<file path="config.mk">
export PLATFORM = sky130hd
export DESIGN_NAME = occupancy_night_lamp_controller_top
export DESIGN_NICKNAME = d
export VERILOG_FILES = /design/src/rtl/onlc_pkg.sv /design/src/rtl/occupancy_night_lamp_controller_top.sv
export VERILOG_INCLUDE_DIRS = /design/src /design/src/rtl
export SDC_FILE = /design/constraint.sdc
export NUM_CORES = 1
export LEC_CHECK = 0
export ABC_AREA = 0
export BUFFER_PORTS_ARGS = -buffer_cell sky130_fd_sc_hd__buf_2
export CAP_MARGIN = 20
export CELL_PAD_IN_SITES_DETAIL_PLACEMENT = 1
export CELL_PAD_IN_SITES_GLOBAL_PLACEMENT = 2
export CORE_MARGIN = 1
export CORE_UTILIZATION = 40
export CTS_CLUSTER_DIAMETER = 150
export DETAILED_ROUTE_END_ITERATION = 16
export PLACE_DENSITY_LB_ADDON = 0.1
export SLEW_MARGIN = 20
export SYNTH_ARGS = -nofsm -noshare
export SYNTH_HDL_FRONTEND = slang
export SYNTH_SLANG_ARGS = --single-unit
</file>
<file path="constraint.sdc">
create_clock -name clock -period 5.2 [get_ports clock]
set_clock_uncertainty 0.2 [all_clocks]
set_input_delay 0.78 -clock clock [delete_from_list [all_inputs] [get_ports clock]]
set_output_delay 0.78 -clock clock [all_outputs]
set_load 0.03 [all_outputs]
</file>
<file path="src/rtl/assert_macros.svh">
// ---------------------------------------------------------------------------
// Assertion macros used by the controller top file
// Clocked concurrent checks with an active-high reset disable.
// ---------------------------------------------------------------------------
`ifndef ASSERT_MACROS_SVH
`define ASSERT_MACROS_SVH

// Check a property at every rising clock edge outside reset.
`define ASSERT_CLK(label, clk, rst, prop, msg) \
   label: assert property (@(posedge clk) disable iff (rst) (prop)) else $error(msg);

// Check an implication with the consequent in the next cycle.
`define ASSERT_NEXT(label, clk, rst, ante, cons, msg) \
   label: assert property (@(posedge clk) disable iff (rst) (ante) |=> (cons)) \
      else $error(msg);

`endif

</file>
<file path="src/rtl/onlc_pkg.sv">
// ---------------------------------------------------------------------------
// Night lamp controller package
// Register indexes, reset values, widths and state codes.
// ---------------------------------------------------------------------------
`default_nettype none

package onlc_pkg;

   // Sample window length default (light must read dark this many ticks)
   localparam int WINDOW_DEFAULT = 128;

   // Field and register widths
   localparam int REQ_DATA_W = 8;
   localparam int RSP_DATA_W = 8;
   localparam int CSR_IDX_W  = 3;
   localparam int CSR_DATA_W = 16;
   localparam int HOLD_W     = 16;
   localparam int CNT_W      = 10;

   // Register reset values
   localparam logic              AUTO_ENABLE_RST       = 1'b1;
   localparam logic [HOLD_W-1:0] HOLD_DURATION_RST     = 16'd30;
   localparam logic [HOLD_W-1:0] SHORT_HOLD_RST        = 16'd3;
   localparam logic [HOLD_W-1:0] RELOAD_AFTER_OFF_RST  = 16'd3200;
   localparam logic [CNT_W-1:0]  PRESENCE_DEBOUNCE_RST = 10'd10;
   localparam logic [CNT_W-1:0]  ABSENCE_DEBOUNCE_RST  = 10'd500;
   localparam logic [CNT_W-1:0]  STARTUP_TICKS_RST     = 10'd500;
   localparam logic [CNT_W-1:0]  QUIET_TICKS_RST       = 10'd100;

   // Configuration register indexes
   typedef enum logic [CSR_IDX_W-1:0] {
      REG_AUTO_ENABLE       = 3'd0,
      REG_HOLD_DURATION     = 3'd1,
      REG_SHORT_HOLD        = 3'd2,
      REG_RELOAD_AFTER_OFF  = 3'd3,
      REG_PRESENCE_DEBOUNCE = 3'd4,
      REG_ABSENCE_DEBOUNCE  = 3'd5,
      REG_STARTUP_TICKS     = 3'd6,
      REG_QUIET_TICKS       = 3'd7
   } csr_index_type;

   // Reported presence, with an unknown state after reset
   typedef enum logic [1:0] {
      PRES_ABSENT  = 2'd0,
      PRES_PRESENT = 2'd1,
      PRES_UNKNOWN = 2'd2
   } presence_type;

   // Darkness seen while the lamp was off, unknown after reset
   typedef enum logic [1:0] {
      DARK_NO      = 2'd0,
      DARK_YES     = 2'd1,
      DARK_UNKNOWN = 2'd2
   } dark_off_type;

endpackage

`default_nettype wire

</file>
<file path="src/rtl/occupancy_night_lamp_controller_top.sv">
// ---------------------------------------------------------------------------
// Occupancy night lamp controller
// Tick-driven darkness, presence and lamp hold-timer control.
// ---------------------------------------------------------------------------
// One request is one sensor tick. The request updates the controller state
// at the clock edge it is taken, and its result lands in an output register,
// so a new request is taken in every cycle (one tick per cycle) as long as
// the result side keeps up; a stalled result holds only while rsp_tready is
// low. After reset the first startup_ticks ticks and, from a quiet request
// on, quiet_ticks ticks are reported as skipped. Darkness is qualified after
// WINDOW dark ticks in a row. Registers are written through
// csr_we/csr_index/csr_wdata while no tick is in flight: the user must keep
// to this, the block itself does not enforce it.
`default_nettype none

`include "assert_macros.svh"

module occupancy_night_lamp_controller_top #(
   parameter int WINDOW = onlc_pkg::WINDOW_DEFAULT
) (
   input  wire logic                             clock,
   input  wire logic                             reset,
   // request: [0] light_pin, [1] motion_pin, [2] lamp_is_on, [3] key_press,
   //          [4] quiet_request, [5] off_tick, [7:6] zero
   input  wire logic                             req_tvalid,
   output      logic                             req_tready,
   input  wire logic [onlc_pkg::REQ_DATA_W-1:0]  req_tdata,
   // result: [0] lamp_on_request, [1] lamp_off_request, [2] presence_report,
   //         [3] presence_state, [4] is_dark, [5] sensing_skipped, [7:6] zero
   output      logic                             rsp_tvalid,
   input  wire logic                             rsp_tready,
   output      logic [onlc_pkg::RSP_DATA_W-1:0]  rsp_tdata,
   // configuration write port
   input  wire logic                             csr_we,
   input  wire logic [onlc_pkg::CSR_IDX_W-1:0]   csr_index,
   input  wire logic [onlc_pkg::CSR_DATA_W-1:0]  csr_wdata
);
   import onlc_pkg::*;

   localparam int TsbW = $clog2(WINDOW + 1);
   localparam logic [TsbW-1:0]  WinVal = TsbW'(WINDOW);
   localparam logic [CNT_W-1:0] CntMax = {CNT_W{1'b1}};

   // configuration registers
   logic              auto_enable_ff;
   logic [HOLD_W-1:0] hold_duration_ff, short_hold_ff, reload_after_off_ff;
   logic [CNT_W-1:0]  presence_debounce_ff, absence_debounce_ff;
   logic [CNT_W-1:0]  startup_ticks_ff, quiet_ticks_ff;

   // controller state and next values
   logic [CNT_W-1:0]  startup_count_ff, startup_count_in;
   logic              quiet_active_ff, quiet_active_in;
   logic [CNT_W-1:0]  quiet_count_ff, quiet_count_in;
   logic [TsbW-1:0]   ticks_since_bright_ff, ticks_since_bright_in;
   presence_type      reported_presence_ff, reported_presence_in;
   logic [CNT_W-1:0]  presence_count_ff, presence_count_in;
   logic [CNT_W-1:0]  absence_count_ff, absence_count_in;
   dark_off_type      dark_when_lamp_off_ff, dark_when_lamp_off_in;
   logic              previous_dark_ff, previous_dark_in;
   logic              key_pending_ff, key_pending_in;
   logic [HOLD_W-1:0] off_countdown_ff, off_countdown_in;

   // output register
   logic                  rsp_tvalid_ff;
   logic [RSP_DATA_W-1:0] rsp_tdata_ff, rsp_tdata_in;

   // request fields
   logic light, motion, lamp, key_press, quiet_request, off_tick;
   logic req_take;
   logic on_req, off_req, report, skip, dark;

   assign light         = req_tdata[0];
   assign motion        = req_tdata[1];
   assign lamp          = req_tdata[2];
   assign key_press     = req_tdata[3];
   assign quiet_request = req_tdata[4];
   assign off_tick      = req_tdata[5];

   // take a request when the output register is empty or drains this cycle
   assign req_tready = !rsp_tvalid_ff || rsp_tready;
   assign req_take   = req_tvalid && req_tready;
   assign rsp_tvalid = rsp_tvalid_ff;
   assign rsp_tdata  = rsp_tdata_ff;

   // configuration writes
   always_ff @(posedge clock) begin
      if (reset) begin
         auto_enable_ff       <= AUTO_ENABLE_RST;
         hold_duration_ff     <= HOLD_DURATION_RST;
         short_hold_ff        <= SHORT_HOLD_RST;
         reload_after_off_ff  <= RELOAD_AFTER_OFF_RST;
         presence_debounce_ff <= PRESENCE_DEBOUNCE_RST;
         absence_debounce_ff  <= ABSENCE_DEBOUNCE_RST;
         startup_ticks_ff     <= STARTUP_TICKS_RST;
         quiet_ticks_ff       <= QUIET_TICKS_RST;
      end else if (csr_we) begin
         case (csr_index_type'(csr_index))
            REG_AUTO_ENABLE:       auto_enable_ff       <= csr_wdata[0];
            REG_HOLD_DURATION:     hold_duration_ff     <= csr_wdata;
            REG_SHORT_HOLD:        short_hold_ff        <= csr_wdata;
            REG_RELOAD_AFTER_OFF:  reload_after_off_ff  <= csr_wdata;
            REG_PRESENCE_DEBOUNCE: presence_debounce_ff <= csr_wdata[CNT_W-1:0];
            REG_ABSENCE_DEBOUNCE:  absence_debounce_ff  <= csr_wdata[CNT_W-1:0];
            REG_STARTUP_TICKS:     startup_ticks_ff     <= csr_wdata[CNT_W-1:0];
            REG_QUIET_TICKS:       quiet_ticks_ff       <= csr_wdata[CNT_W-1:0];
            default: ;
         endcase
      end
   end

   // evaluate one tick
   always_comb begin
      startup_count_in      = startup_count_ff;
      quiet_active_in       = quiet_active_ff;
      quiet_count_in        = quiet_count_ff;
      ticks_since_bright_in = ticks_since_bright_ff;
      reported_presence_in  = reported_presence_ff;
      presence_count_in     = presence_count_ff;
      absence_count_in      = absence_count_ff;
      dark_when_lamp_off_in = dark_when_lamp_off_ff;
      previous_dark_in      = previous_dark_ff;
      key_pending_in        = key_pending_ff | key_press;
      off_countdown_in      = off_countdown_ff;
      on_req  = 1'b0;
      off_req = 1'b0;
      report  = 1'b0;
      skip    = 1'b0;

      // latch a quiet request ahead of the tick
      if (quiet_request) begin
         quiet_active_in = 1'b1;
         quiet_count_in  = '0;
      end

      // advance the off countdown, also on skipped ticks
      if (off_tick) begin
         if (off_countdown_ff == '0) begin
            if (auto_enable_ff) begin
               off_req          = 1'b1;
               off_countdown_in = reload_after_off_ff;
            end
         end else begin
            off_countdown_in = off_countdown_ff - HOLD_W'(1);
         end
      end

      // start-up and quiet periods
      if (startup_count_ff < startup_ticks_ff) begin
         startup_count_in = startup_count_ff + CNT_W'(1);
         skip             = 1'b1;
      end else begin
         startup_count_in = startup_ticks_ff;
         if (quiet_active_in) begin
            if (quiet_count_in >= quiet_ticks_ff) begin
               quiet_count_in  = '0;
               quiet_active_in = 1'b0;
            end else begin
               quiet_count_in = quiet_count_in + CNT_W'(1);
               skip           = 1'b1;
            end
         end
      end

      if (!skip) begin
         // darkness window as a saturating run length
         if (light) begin
            if (ticks_since_bright_ff < WinVal) begin
               ticks_since_bright_in = ticks_since_bright_ff + TsbW'(1);
            end
         end else begin
            ticks_since_bright_in = '0;
         end
         if (!lamp) begin
            dark_when_lamp_off_in = (ticks_since_bright_in >= WinVal) ? DARK_YES : DARK_NO;
         end

         // presence debounce
         if (motion) begin
            if (reported_presence_ff != PRES_PRESENT) begin
               if (presence_count_ff != CntMax) begin
                  presence_count_in = presence_count_ff + CNT_W'(1);
               end
               if (presence_count_ff > presence_debounce_ff) begin
                  reported_presence_in = PRES_PRESENT;
                  report               = 1'b1;
                  presence_count_in    = '0;
               end
            end
            absence_count_in = '0;
         end else begin
            if (reported_presence_ff != PRES_ABSENT) begin
               if (absence_count_ff != CntMax) begin
                  absence_count_in = absence_count_ff + CNT_W'(1);
               end
               if (absence_count_ff > absence_debounce_ff) begin
                  reported_presence_in = PRES_ABSENT;
                  report               = 1'b1;
                  absence_count_in     = '0;
               end
            end
            presence_count_in = '0;
         end

         // automatic lamp control
         if (auto_enable_ff) begin
            if (ticks_since_bright_in >= WinVal) begin
               if (motion) begin
                  on_req           = !lamp;
                  off_countdown_in = hold_duration_ff;
               end else if (lamp && (reported_presence_in == PRES_PRESENT ||
                                     key_pending_in)) begin
                  off_countdown_in = hold_duration_ff;
                  key_pending_in   = 1'b0;
               end
            end else begin
               // first dark-to-bright change after reset
               if (previous_dark_ff) begin
                  if (lamp && dark_when_lamp_off_in == DARK_YES) begin
                     off_countdown_in = hold_duration_ff;
                  end else if (lamp && dark_when_lamp_off_in == DARK_NO) begin
                     off_countdown_in = short_hold_ff;
                  end
                  previous_dark_in = 1'b0;
               end
               if (key_pending_in && lamp) begin
                  key_pending_in   = 1'b0;
                  off_countdown_in = (dark_when_lamp_off_in == DARK_NO) ?
                                     short_hold_ff : hold_duration_ff;
               end
            end
         end
      end

      dark = (ticks_since_bright_in >= WinVal);
      rsp_tdata_in = {2'b00, skip, dark, (reported_presence_in == PRES_PRESENT),
                      report, off_req, on_req};
   end

   // hold state, advance on a taken request
   always_ff @(posedge clock) begin
      if (reset) begin
         startup_count_ff      <= '0;
         quiet_active_ff       <= 1'b0;
         quiet_count_ff        <= '0;
         ticks_since_bright_ff <= WinVal;
         reported_presence_ff  <= PRES_UNKNOWN;
         presence_count_ff     <= '0;
         absence_count_ff      <= '0;
         dark_when_lamp_off_ff <= DARK_UNKNOWN;
         previous_dark_ff      <= 1'b1;
         key_pending_ff        <= 1'b0;
         off_countdown_ff      <= '0;
      end else if (req_take) begin
         startup_count_ff      <= startup_count_in;
         quiet_active_ff       <= quiet_active_in;
         quiet_count_ff        <= quiet_count_in;
         ticks_since_bright_ff <= ticks_since_bright_in;
         reported_presence_ff  <= reported_presence_in;
         presence_count_ff     <= presence_count_in;
         absence_count_ff      <= absence_count_in;
         dark_when_lamp_off_ff <= dark_when_lamp_off_in;
         previous_dark_ff      <= previous_dark_in;
         key_pending_ff        <= key_pending_in;
         off_countdown_ff      <= off_countdown_in;
      end
   end

   // output register
   always_ff @(posedge clock) begin
      if (reset) begin
         rsp_tvalid_ff <= 1'b0;
      end else if (req_take) begin
         rsp_tvalid_ff <= 1'b1;
      end else if (rsp_tready) begin
         rsp_tvalid_ff <= 1'b0;
      end
   end

   always_ff @(posedge clock) begin
      if (req_take) begin
         rsp_tdata_ff <= rsp_tdata_in;
      end
   end

   // checks
   `ASSERT_CLK(a_skip_quiet, clock, reset,
      !(rsp_tvalid_ff && rsp_tdata_ff[5] && (rsp_tdata_ff[0] || rsp_tdata_ff[2])),
      "skipped tick raised a lamp-on request or a presence report")
   `ASSERT_CLK(a_window_bound, clock, reset, ticks_since_bright_ff <= WinVal,
      "darkness run length beyond the window")
   `ASSERT_NEXT(a_motion_clears_absence, clock, reset, req_take && !skip && motion,
      absence_count_ff == '0, "sensed motion left the absence count running")
   `ASSERT_NEXT(a_countdown_holds, clock, reset, !req_take, $stable(off_countdown_ff),
      "off countdown moved without a tick")

endmodule

`default_nettype wire

</file>
=== Yosys cells after proc, flatten, opt, wreduce, memory -nomap -nowiden ===
Index checks and enable logic that the tools add are counted.

* Bits in registers: 167
* Input port bits: 32
* Output and inout port bits: 10

* $add $sub $neg: 6
* Magnitude comparators: 7
* Equal/unequal tests: 15
* Multiplexer cells: 59
* Bitwise operators: 5
* Reduce and logical (&&, ||, !) cells: 30

{| class="wikitable"
|+ Operators by type and width
! cell !! number
|-
| 16-bit 2-to-1 mux || 13
|-
| 10-bit 2-to-1 mux || 13
|-
| 10-bit by 1-bit adder with 10-bit output (second input constant) || 4
|-
| 8-bit 2-to-1 mux || 4
|-
| 10-bit greater-than comparator || 2
|-
| 1-bit 2-to-1 mux || 20
|-
| 10-bit inequality test (second input constant) || 2
|-
| 2-bit AND reduction || 10
|-
| 2-bit 2-to-1 mux || 9
|-
| 8-bit >= comparator (second input constant) || 2
|-
| 16-bit zero test || 1
|-
| 16-bit by 1-bit subtractor with 16-bit output (second input constant) || 1
|-
| 3-bit equality test (second input constant) || 4
|-
| 4-bit AND reduction || 3
|-
| 10-bit >= comparator || 1
|-
| 10-bit less-than comparator || 1
|-
| 8-bit by 1-bit adder with 8-bit output (second input constant) || 1
|-
| 8-bit less-than comparator (second input constant) || 1
|-
| 2-bit by 1-bit equality test with 1-bit output (second input constant) || 3
|-
| 3-bit by 2-bit equality test with 1-bit output (second input constant) || 2
|-
| 2-bit nonzero test || 3
|-
| 1-bit logical AND || 5
|-
| 2-bit by 1-bit inequality test with 1-bit output (second input constant) || 2
|-
| 1-bit inverter || 4
|-
| 9 further kinds || 11
|}

=== Depth between registers and ports, before layout ===
Gate-level depths: netlist of the first run.

* Word-level depth: 19
* Mapped depth: 13
* Mapped depth without buffers: 11

=== Worst setup path before layout of the first run ===
Ideal clock, no wire load.

* Path kind: in2reg
* Start: in req_tdata[4] (netlist name)
* End: reg presence_count_ff[0]
* Setup time: 79 ps
* Arrival time: 3431 ps
* Path slack: 1490 ps
* Stages on the path: 12
* Cell sequence: clkbuf_1 clkbuf_1 nor2b_1 ha_1 a211o_1 a21oi_1 o2bb2ai_1 a31oi_1 o211ai_1 buf_2 a21oi_1 nor3_1

* Longest elaborated chain between the ends: 7
* Elaborated cells on any way between the ends: 8

{| class="wikitable"
|+ Ends and longest elaborated chain
! element !! RTL line !! RTL
|-
| start: declaration || occupancy_night_lamp_controller_top.sv:27 || <nowiki>input wire logic [onlc_pkg::REQ_DATA_W-1:0] req_tdata,</nowiki>
|-
| 10-bit 2-to-1 mux || occupancy_night_lamp_controller_top.sv:130 || <nowiki>if (quiet_request) begin</nowiki>
|-
| 10-bit >= comparator || occupancy_night_lamp_controller_top.sv:154 || <nowiki>if (quiet_count_in >= quiet_ticks_ff) begin</nowiki>
|-
| 1-bit 2-to-1 mux || occupancy_night_lamp_controller_top.sv:154 ||
|-
| 1-bit 2-to-1 mux (*) || occupancy_night_lamp_controller_top.sv:153 || <nowiki>if (quiet_active_in) begin</nowiki>
|-
| 1-bit 2-to-1 mux (*) || occupancy_night_lamp_controller_top.sv:148 || <nowiki>if (startup_count_ff < startup_ticks_ff) begin</nowiki>
|-
| 1-bit inverter (no line) (*) || -- ||
|-
| 4-bit AND reduction (no line) (*) || -- ||
|-
| end signal: assignment || occupancy_night_lamp_controller_top.sv:259 || <nowiki>presence_count_ff <= presence_count_in;</nowiki>
|-
| end: declaration || occupancy_night_lamp_controller_top.sv:56 || <nowiki>logic [CNT_W-1:0] presence_count_ff, presence_count_in;</nowiki>
|}

Every way passes the cells marked *; elsewhere a longest branch is shown, timed or not.
A chain may end at the register's enable or synchronous reset.

=== Worst setup path in the final report of the first run ===
* Start: reg off_countdown_ff[0]
* End: reg off_countdown_ff[3]

* Longest elaborated chain between the ends: 10
* Elaborated cells on any way between the ends: 13

{| class="wikitable"
|+ Ends and longest elaborated chain
! element !! RTL line !! RTL
|-
| start: declaration || occupancy_night_lamp_controller_top.sv:61 || <nowiki>logic [HOLD_W-1:0] off_countdown_ff, off_countdown_in;</nowiki>
|-
| start signal: assignment || occupancy_night_lamp_controller_top.sv:264 || <nowiki>off_countdown_ff <= off_countdown_in;</nowiki>
|-
| 16-bit by 1-bit subtractor with 16-bit output or 16-bit zero test (tied branches) || occupancy_night_lamp_controller_top.sv:143, occupancy_night_lamp_controller_top.sv:137 ||
|-
| 16-bit 2-to-1 mux (*) || occupancy_night_lamp_controller_top.sv:137 || <nowiki>if (off_countdown_ff == '0) begin</nowiki>
|-
| 16-bit 2-to-1 mux (*) || occupancy_night_lamp_controller_top.sv:136 || <nowiki>if (off_tick) begin</nowiki>
|-
| 16-bit 2-to-1 mux || occupancy_night_lamp_controller_top.sv:220 || <nowiki>end else if (lamp && dark_when_lamp_off_in == DARK_NO) begin</nowiki>
|-
| 16-bit 2-to-1 mux || occupancy_night_lamp_controller_top.sv:218 || <nowiki>if (lamp && dark_when_lamp_off_in == DARK_YES) begin</nowiki>
|-
| 16-bit 2-to-1 mux || occupancy_night_lamp_controller_top.sv:217 || <nowiki>if (previous_dark_ff) begin</nowiki>
|-
| 16-bit 2-to-1 mux || occupancy_night_lamp_controller_top.sv:225 || <nowiki>if (key_pending_in && lamp) begin</nowiki>
|-
| 16-bit 2-to-1 mux || occupancy_night_lamp_controller_top.sv:206 || <nowiki>if (ticks_since_bright_in >= WinVal) begin</nowiki>
|-
| 16-bit 2-to-1 mux || occupancy_night_lamp_controller_top.sv:205 || <nowiki>if (auto_enable_ff) begin</nowiki>
|-
| 16-bit 2-to-1 mux (*) || occupancy_night_lamp_controller_top.sv:164 || <nowiki>if (!skip) begin</nowiki>
|}

Marks and branches as above.

==> qor.yml, run 1 <==
die:
  rows: 55
  fp.coreArea_sq_um: 22700
  initial_core_util_pct: 41.0
  chipHeight_um: 155
  num_io_pins: 42
  fp.dieW_um: 155
  dieArea_sq_um: 23900
worst_setup_path:
  critical_path.cell_chain: "inv_1, ha_1, nor4b_2, and4_1, nand2_1, nor2_2, a221o_1, mux2i_1, o211a_1, a211oi_1"
  end_kind: "flop"
  max_stage_delay_ps: 800
  startpoint_type: "flop"
  cpMaxStageDelayCell: "and4_1"
  required_ps: 5340
  path_class: "flop to flop"
  arrival_ps: 3730
  crit_fanout: 20
detailed_routing:
  wl_per_cell_um: 19.8
  vias_per_cell: 5.80
  drt-pass1-iter-count: 4
  ant_nets: 0
  drt_iter0_drc: 435
  vias: 8731
  drc_errors: 0
  routed_wl_um: 29800
sta:
  slew-limit-headroom_pct: 29.0
  worst_pin_slew_ps: 1060
  min_period_over_period_pct: 69.1
  slew_viol_final: 0
  min_period_ps: 3590
  setup-violations-final: 0
  tns_ps: 0
  hold_viol: 0
  fmax_mhz: 278
  rsz0062_at_grt: "no"
global_routing:
  top_usage_layer: "met2"
  grt_use_met3_pct: 3.70
  grt_pass1_vias: 8608
  grt_usage_pct: 25.6
  antenna_found_initial: 0
  grt_pass1_wl_um: 47600
  met1_usage_pct: 34.0
  grt_use_met2_pct: 42.9
  grt-ovfl-total: 0
  grt_max_degree: 80
logic_synthesis:
  synth_top_cells_by_area: "dfxtp_1, nand2_1, a21oi_1, ha_1, nor2_1"
  synth_edf_count: 6
  syn-cell-area_sq_um: 9310
  synth-main-ff-cell: "dfxtp_1"
  syn_area_per_cell_sq_um: 7.73
  yosysTopAreaCell: "dfxtp_1"
  synth.distinct_cells: 81
  yosysSeqAreaShare_pct: 36.6
  synth_top_cell_area_share_pct: 34.6
  ys_ff_latch: 167
  async_flop_share_pct: 0
  synthCells: 1203
  yosys_warnings: 0
status:
  outcome: "finished clean"
placement:
  port_buffers: 37
  place.gp.congestion: 0.899
  place.detailed.hpwl_um: 20300
clocking:
  cts_made_buffers: 17
  cts.repair.resized: 0
  cts_tree: "yes"
  path_clk_slew_ps: 70
  cts.sinks: 167
  postCtsHoldBufs: 0
  worstSkewPairLatency_ps: 430
  htree_num_levels: 4
  cts_root_buf: "clkbuf_16"
  cts_setup_buffers: 0
  cts_max_path_buffers: 2
pwr:
  power.leakage_nw: 3.95
  power_density_nw_per_um2: 304
  irDropWorstVdd_mv: 0.207
  power_mw: 3.13
finish:
  area_growth_pct: 10.6
  fin_nets: 1285
  drive_above_1_share_pct: 8.93
  layout_commonest_cell: "nand2_1"
  layout_common_cells: "nand2_1, dfxtp_1, a21oi_1"
  antenna_cells: 0
run:
  drv_cap: 0
hold_path:
  hold_class: "flop to flop"
[worst paths after layout]
check	cells past startpoint	endpoint	startpoint	slack, ps
max	10	off_countdown_ff[3]$_SDFFE_PP0P_	off_countdown_ff[0]$_SDFFE_PP0P_	1610
min	2	quiet_ticks_ff[1]$_SDFFE_PP0P_	quiet_ticks_ff[1]$_SDFFE_PP0P_	260
max reg2reg	10	off_countdown_ff[3]$_SDFFE_PP0P_	off_countdown_ff[0]$_SDFFE_PP0P_	1610
min reg2reg	2	quiet_ticks_ff[1]$_SDFFE_PP0P_	quiet_ticks_ff[1]$_SDFFE_PP0P_	260
[registers in the layout, indices dropped and copies added, names as in the netlist, 2 cells and up]
register / flops
hold_duration_ff: 16
off_countdown_ff: 16
reload_after_off_ff: 16
short_hold_ff: 16
absence_count_ff: 10
absence_debounce_ff: 10
presence_count_ff: 10
presence_debounce_ff: 10
quiet_count_ff: 10
quiet_ticks_ff: 10
startup_count_ff: 10
startup_ticks_ff: 10
ticks_since_bright_ff: 8
rsp_tdata: 6
dark_when_lamp_off_ff: 2
reported_presence_ff: 2
[cell families after synthesis]
family          Yosys count  share of synthesized area, %
buf+inv                 126                          5.46
other cells               1                        0.0403
flops                   167                          36.6
xor+xnor                 17                          1.60
fa+ha+maj                46                          6.19
simple gates            496                          25.1
mux                      23                          2.53
compound gates          327                          22.5
[per-stage QoR]
step	cells	utilization (%)	setup slack [ps]	hold slack, ps	cell area (sq um)
global route	1505	45.3	1310	276	10300
global placement	1473	42.6	1160	243	9680
finish	1505	45.3	1610	256	10300
detailed placement	1473	42.6	1170	247	9680
CTS	1505	45.3	1610	258	10300
floorplan	1204	-	1490	232	9310
[power by group]
group | internal (mW) | switching (mW)
clock | 0.760 | 0.573
combinational | 0.141 | 0.294
sequential | 1.32 | 0.0394
total | 2.22 | 0.906
[metal layers]
layer / wire (um) / up-vias
li1: - / 4285
met1: 14400 / 4301
met2: 14000 / 114
met3: 876 / 31
met4: 581 / 0
met5: 0 / -
[cell type report]
type | instances | area (sq um)
well taps | 285 | 357
clock inverters | 11 | 136
flip-flops and latches | 167 | 3400
repair buffers | 51 | 293
inverters | 59 | 221
multi-input cells | 911 | 5410
clock buffers | 21 | 472
fillers | 2804 | 12400
[worst max-delay path, delay by kind of cell (launching register included)]
kind	cells	cell delay [ps]
AOI/OAI and AO/OA	3	690
buffers and inverters	1	170
DFF	1	360
and+or+nand+nor	4	1810
muxes	1	90
adders and majority gates	1	180
[synthesized netlist by cell type (all sizes together) (16+ instances only)]
library cell	instances
nand2	229
dfxtp	161
a21oi	129
nor2	80
inv	59
o21ai	58
clkbuf	51
ha	46
nand3	42
nor3	29
o211ai	27
mux2i	19
buf	16
No activity file was read; power rests on OpenSTA's default activity.
==> run 2: changes to the inputs <==
- ABC_AREA: 0 -> 1
- CORE_UTILIZATION: 40 -> 32
- clock period: 5.2 -> 2.91 ns (I/O delays scaled with it)
==> qor.yml, run 2 <==
hold_path:
  hp-start: "csr_wdata[12]"  # was quiet_ticks_ff[1]$_SDFFE_PP0P_
  hold_depth: 3  # was 2
  whs_endpoint: "reload_after_off_ff[12]$_SDFFE_PP0P_"  # was quiet_ticks_ff[1]$_SDFFE_PP0P_
  hold_class: "input pin to flop"  # was flop to flop
detailed_routing:
  routed_wl_um: 35400  # was 29800 um
  drc_errors: 0  # unchanged
  vias: 10161  # was 8731
  drt_iter0_drc: 376  # was 435
  vias_per_cell: 5.10  # was 5.80
  drt-pass1-iter-count: 5  # was 4
  ant_nets: 0  # unchanged
  wl_per_cell_um: 17.8  # was 19.8 um
finish:
  layout_commonest_cell: "nand2_1"  # unchanged
  fillCellCount: 4041  # was 2804
  fin_util_pct: 37.0  # was 45.3%
  fin_nets: 1656  # was 1285
  drive_above_1_share_pct: 11.6  # was 8.93%
  area_growth_pct: 14.1  # was 10.6%
  layout_common_cells: "nand2_1, inv_1, dfxtp_1"  # was nand2_1, dfxtp_1, a21oi_1
  antenna_cells: 0  # unchanged
  final_area_sq_um: 11700  # was 10300 sq um
placement:
  place.detailed.hpwl_um: 25100  # was 20300 um
  placed_area_sq_um: 11100  # was 9680 sq um
  port_buffers: 37  # unchanged
  preCtsSetupSlack_ps: 12.6  # was 1170 ps
  place.gp.congestion: 0.823  # was 0.899
die:
  fp.coreArea_sq_um: 31600  # was 22700 sq um
  chipHeight_um: 181  # was 155 um
  fp.dieW_um: 181  # was 155 um
  num_io_pins: 42  # unchanged
  initial_core_util_pct: 32.4  # was 41.0%
  rows: 65  # was 55
  dieArea_sq_um: 32700  # was 23900 sq um
clocking:
  cts_max_path_buffers: 2  # unchanged
  cts_root_buf: "clkbuf_16"  # unchanged
  postCtsHoldBufs: 0  # unchanged
  cts_setup_buffers: 0  # unchanged
  path_clk_slew_ps: 80  # was 70 ps
  cts_tree: "yes"  # unchanged
  htree_num_levels: 4  # unchanged
  cts.sinks: 167  # unchanged
  cts.repair.resized: 0  # unchanged
  worstSkewPairLatency_ps: 450  # was 430 ps
  cts_made_buffers: 17  # unchanged
logic_synthesis:
  synth.distinct_cells: 52  # was 81
  syn_area_per_cell_sq_um: 6.69  # was 7.73 sq um
  synth_top_cells_by_area: "dfxtp_1, nand2_1, a21oi_1, o21ai_0, inv_1"  # was dfxtp_1, nand2_1, a21oi_1, ha_1, nor2_1
  yosys_warnings: 0  # unchanged
  ys_top_cells_by_count: "nand2_1, inv_1, dfxtp_1, a21oi_1, nor2_1"  # was nand2_1, dfxtp_1, a21oi_1, nor2_1, inv_1
  synthCells: 1530  # was 1203
  synth_most_common_cell: "nand2_1"  # unchanged
  yosysSeqAreaShare_pct: 33.2  # was 36.6%
  synth_top_cell_area_share_pct: 31.5  # was 34.6%
  ys_ff_latch: 167  # unchanged
  synth-main-ff-cell: "dfxtp_1"  # unchanged
  async_flop_share_pct: 0  # unchanged
  syn-cell-area_sq_um: 10200  # was 9310 sq um
  synth_edf_count: 6  # unchanged
  yosysTopAreaCell: "dfxtp_1"  # unchanged
global_routing:
  grt_max_degree: 71  # was 80
  grt_pass1_wl_um: 57100  # was 47600 um
  antenna_found_initial: 0  # unchanged
  grt_pass1_vias: 10384  # was 8608
  grt_usage_pct: 22.4  # was 25.6%
  grt-ovfl-total: 0  # unchanged
sta:
  fmax_mhz: 373  # was 278 MHz
  rsz0062_at_grt: "yes"  # was no
  min_period_over_period_pct: 92.1  # was 69.1%
  slew_viol_final: 0  # unchanged
  hold_viol: 0  # unchanged
  setup-violations-final: 0  # unchanged
  worst_slack_ps: 231  # was 1610 ps
  fin_hold_ws_ps: 49.1  # was 256 ps
  slew-limit-headroom_pct: 29.1  # was 29.0%
  worst_pin_slew_ps: 1060  # about the same
  min_period_ps: 2680  # was 3590 ps
worst_setup_path:
  crit_fanout: 14  # was 20
  r2r_start: "auto_enable_ff$_SDFFE_PP1P_"  # was off_countdown_ff[0]$_SDFFE_PP0P_
  critical_path.cell_chain: "inv_1, o21ai_0, o21ai_1, a21oi_1, nand3_1, nand3_1, nand3_1, nand2_1, a21oi_1"  # was inv_1, ha_1, nor4b_2, and4_1, nand2_1, nor2_2, a221o_1, mux2i_1, o211a_1, a211oi_1
  r2r_cells: 9  # was 10
  path_common_cell: "nand3_1"
  required_ps: 3020  # was 5340 ps
  r2r-end: "off_countdown_ff[0]$_SDFFE_PP0P_"  # was off_countdown_ff[3]$_SDFFE_PP0P_
  cpMaxStageDelayCell: "dfxtp_1"  # was and4_1
  arrival_ps: 2790  # was 3730 ps
  startpoint_type: "flop"  # unchanged
  critPathTopFamily: "flip-flops"  # was simple AND/OR/NAND/NOR gates
  path_buf_inv: 1  # unchanged
  max_stage_delay_ps: 790  # was 800 ps
  path_class: "flop to flop"  # unchanged
  rrSetupSlack_ps: 230  # was 1610 ps
  end_kind: "flop"  # unchanged
run:
  drv_cap: 0  # unchanged
pwr:
  power_density_nw_per_um2: 556  # was 304 nW/um^2
  power.leakage_nw: 5.16  # was 3.95 nW
  irDropWorstVdd_mv: 0.437  # was 0.207 mV
status:
  outcome: "finished clean"  # unchanged
## run 2: changes by cell type in the layout (fill, tap and decap cells not counted), sizes merged, moves of 13 or more
cell   before  now
inv        63  180
nand3      42  106
nor2       80  173
mux2i      19    0
buf        51   97
nor2b      14    1
or3        13    0
o21ai      58  163
xor2        4   18
a21oi     129  165
nand2     229  325
## run 2: routing by layer
layer / vias to the layer above / share of wire, % / GRT usage [%]
li1: 5157 / - / -
met1: 4872 / 49 / 28.8
met2: 92 / 47 / 38.4
met3: 40 / 1.9 / 3.08
met4: 0 / 2.4 / 7.45
met5: - / 0 / 0
## run 2: worst max path at each step
stage               cells past startpoint                           startpoint                                    end
global placement                       16                         req_tdata[4]      off_countdown_ff[13]$_SDFFE_PP0P_
global route                           14       quiet_count_ff[5]$_SDFFE_PP0P_      presence_count_ff[3]$_SDFFE_PP0P_
finish                                  9          auto_enable_ff$_SDFFE_PP1P_       off_countdown_ff[0]$_SDFFE_PP0P_
floorplan                              17                         req_tdata[4]       absence_count_ff[3]$_SDFFE_PP0P_
CTS                                    16  absence_debounce_ff[9]$_SDFFE_PP0P_       off_countdown_ff[9]$_SDFFE_PP0P_
detailed placement                     16                         req_tdata[4]  ticks_since_bright_ff[2]$_SDFFE_PP0P_
## run 2: worst min-delay path, delay by kind of cell
kind / cells / cell delay, ps
simple gates: 2 / 120
buf+inv: 1 / 100
## run 2: area by class of cell
cell class | count | area, sq um | area share [%]
Clock buffer | 19 | 443 | 3.79
Multi-Input combinational cell | 1116 | 5850 | 50.1
Inverter | 179 | 672 | 5.75
Sequential cell | 167 | 3400 | 29.1
Timing Repair Buffer | 97 | 689 | 5.90
Clock inverter | 13 | 123 | 1.05
Tap cell | 402 | 503 | 4.30
## run 2: cell families after synthesis
group                      Yosys count  synth area share (%)
and+or+nand+nor                    654                  28.1
adders and majority gates           46                  5.62
other                                1                0.0366
buffers and inverters              248                  9.79
xor gates and xnor gates            23                  1.97
DFF                                167                  33.2
AOI/OAI and AO/OA                  391                  21.3
## run 2: power by group
group	switching, mW	internal (mW)	total [mW]
clock	1.08	1.21	2.29
combinational	1.17	0.554	1.72
sequential	0.0798	2.40	2.48
## run 2: stage by stage
step | power [mW] | setup TNS [ps] | instances
after global routing | 6.89 | -3.15 | 1993
final | 6.49 | 0 | 1993
after global placement | 4.23 | 0 | 1961
after floorplan | 3.75 | 0 | 1531
after CTS | 6.59 | 0 | 1993
after detailed placement | 4.26 | 0 | 1961
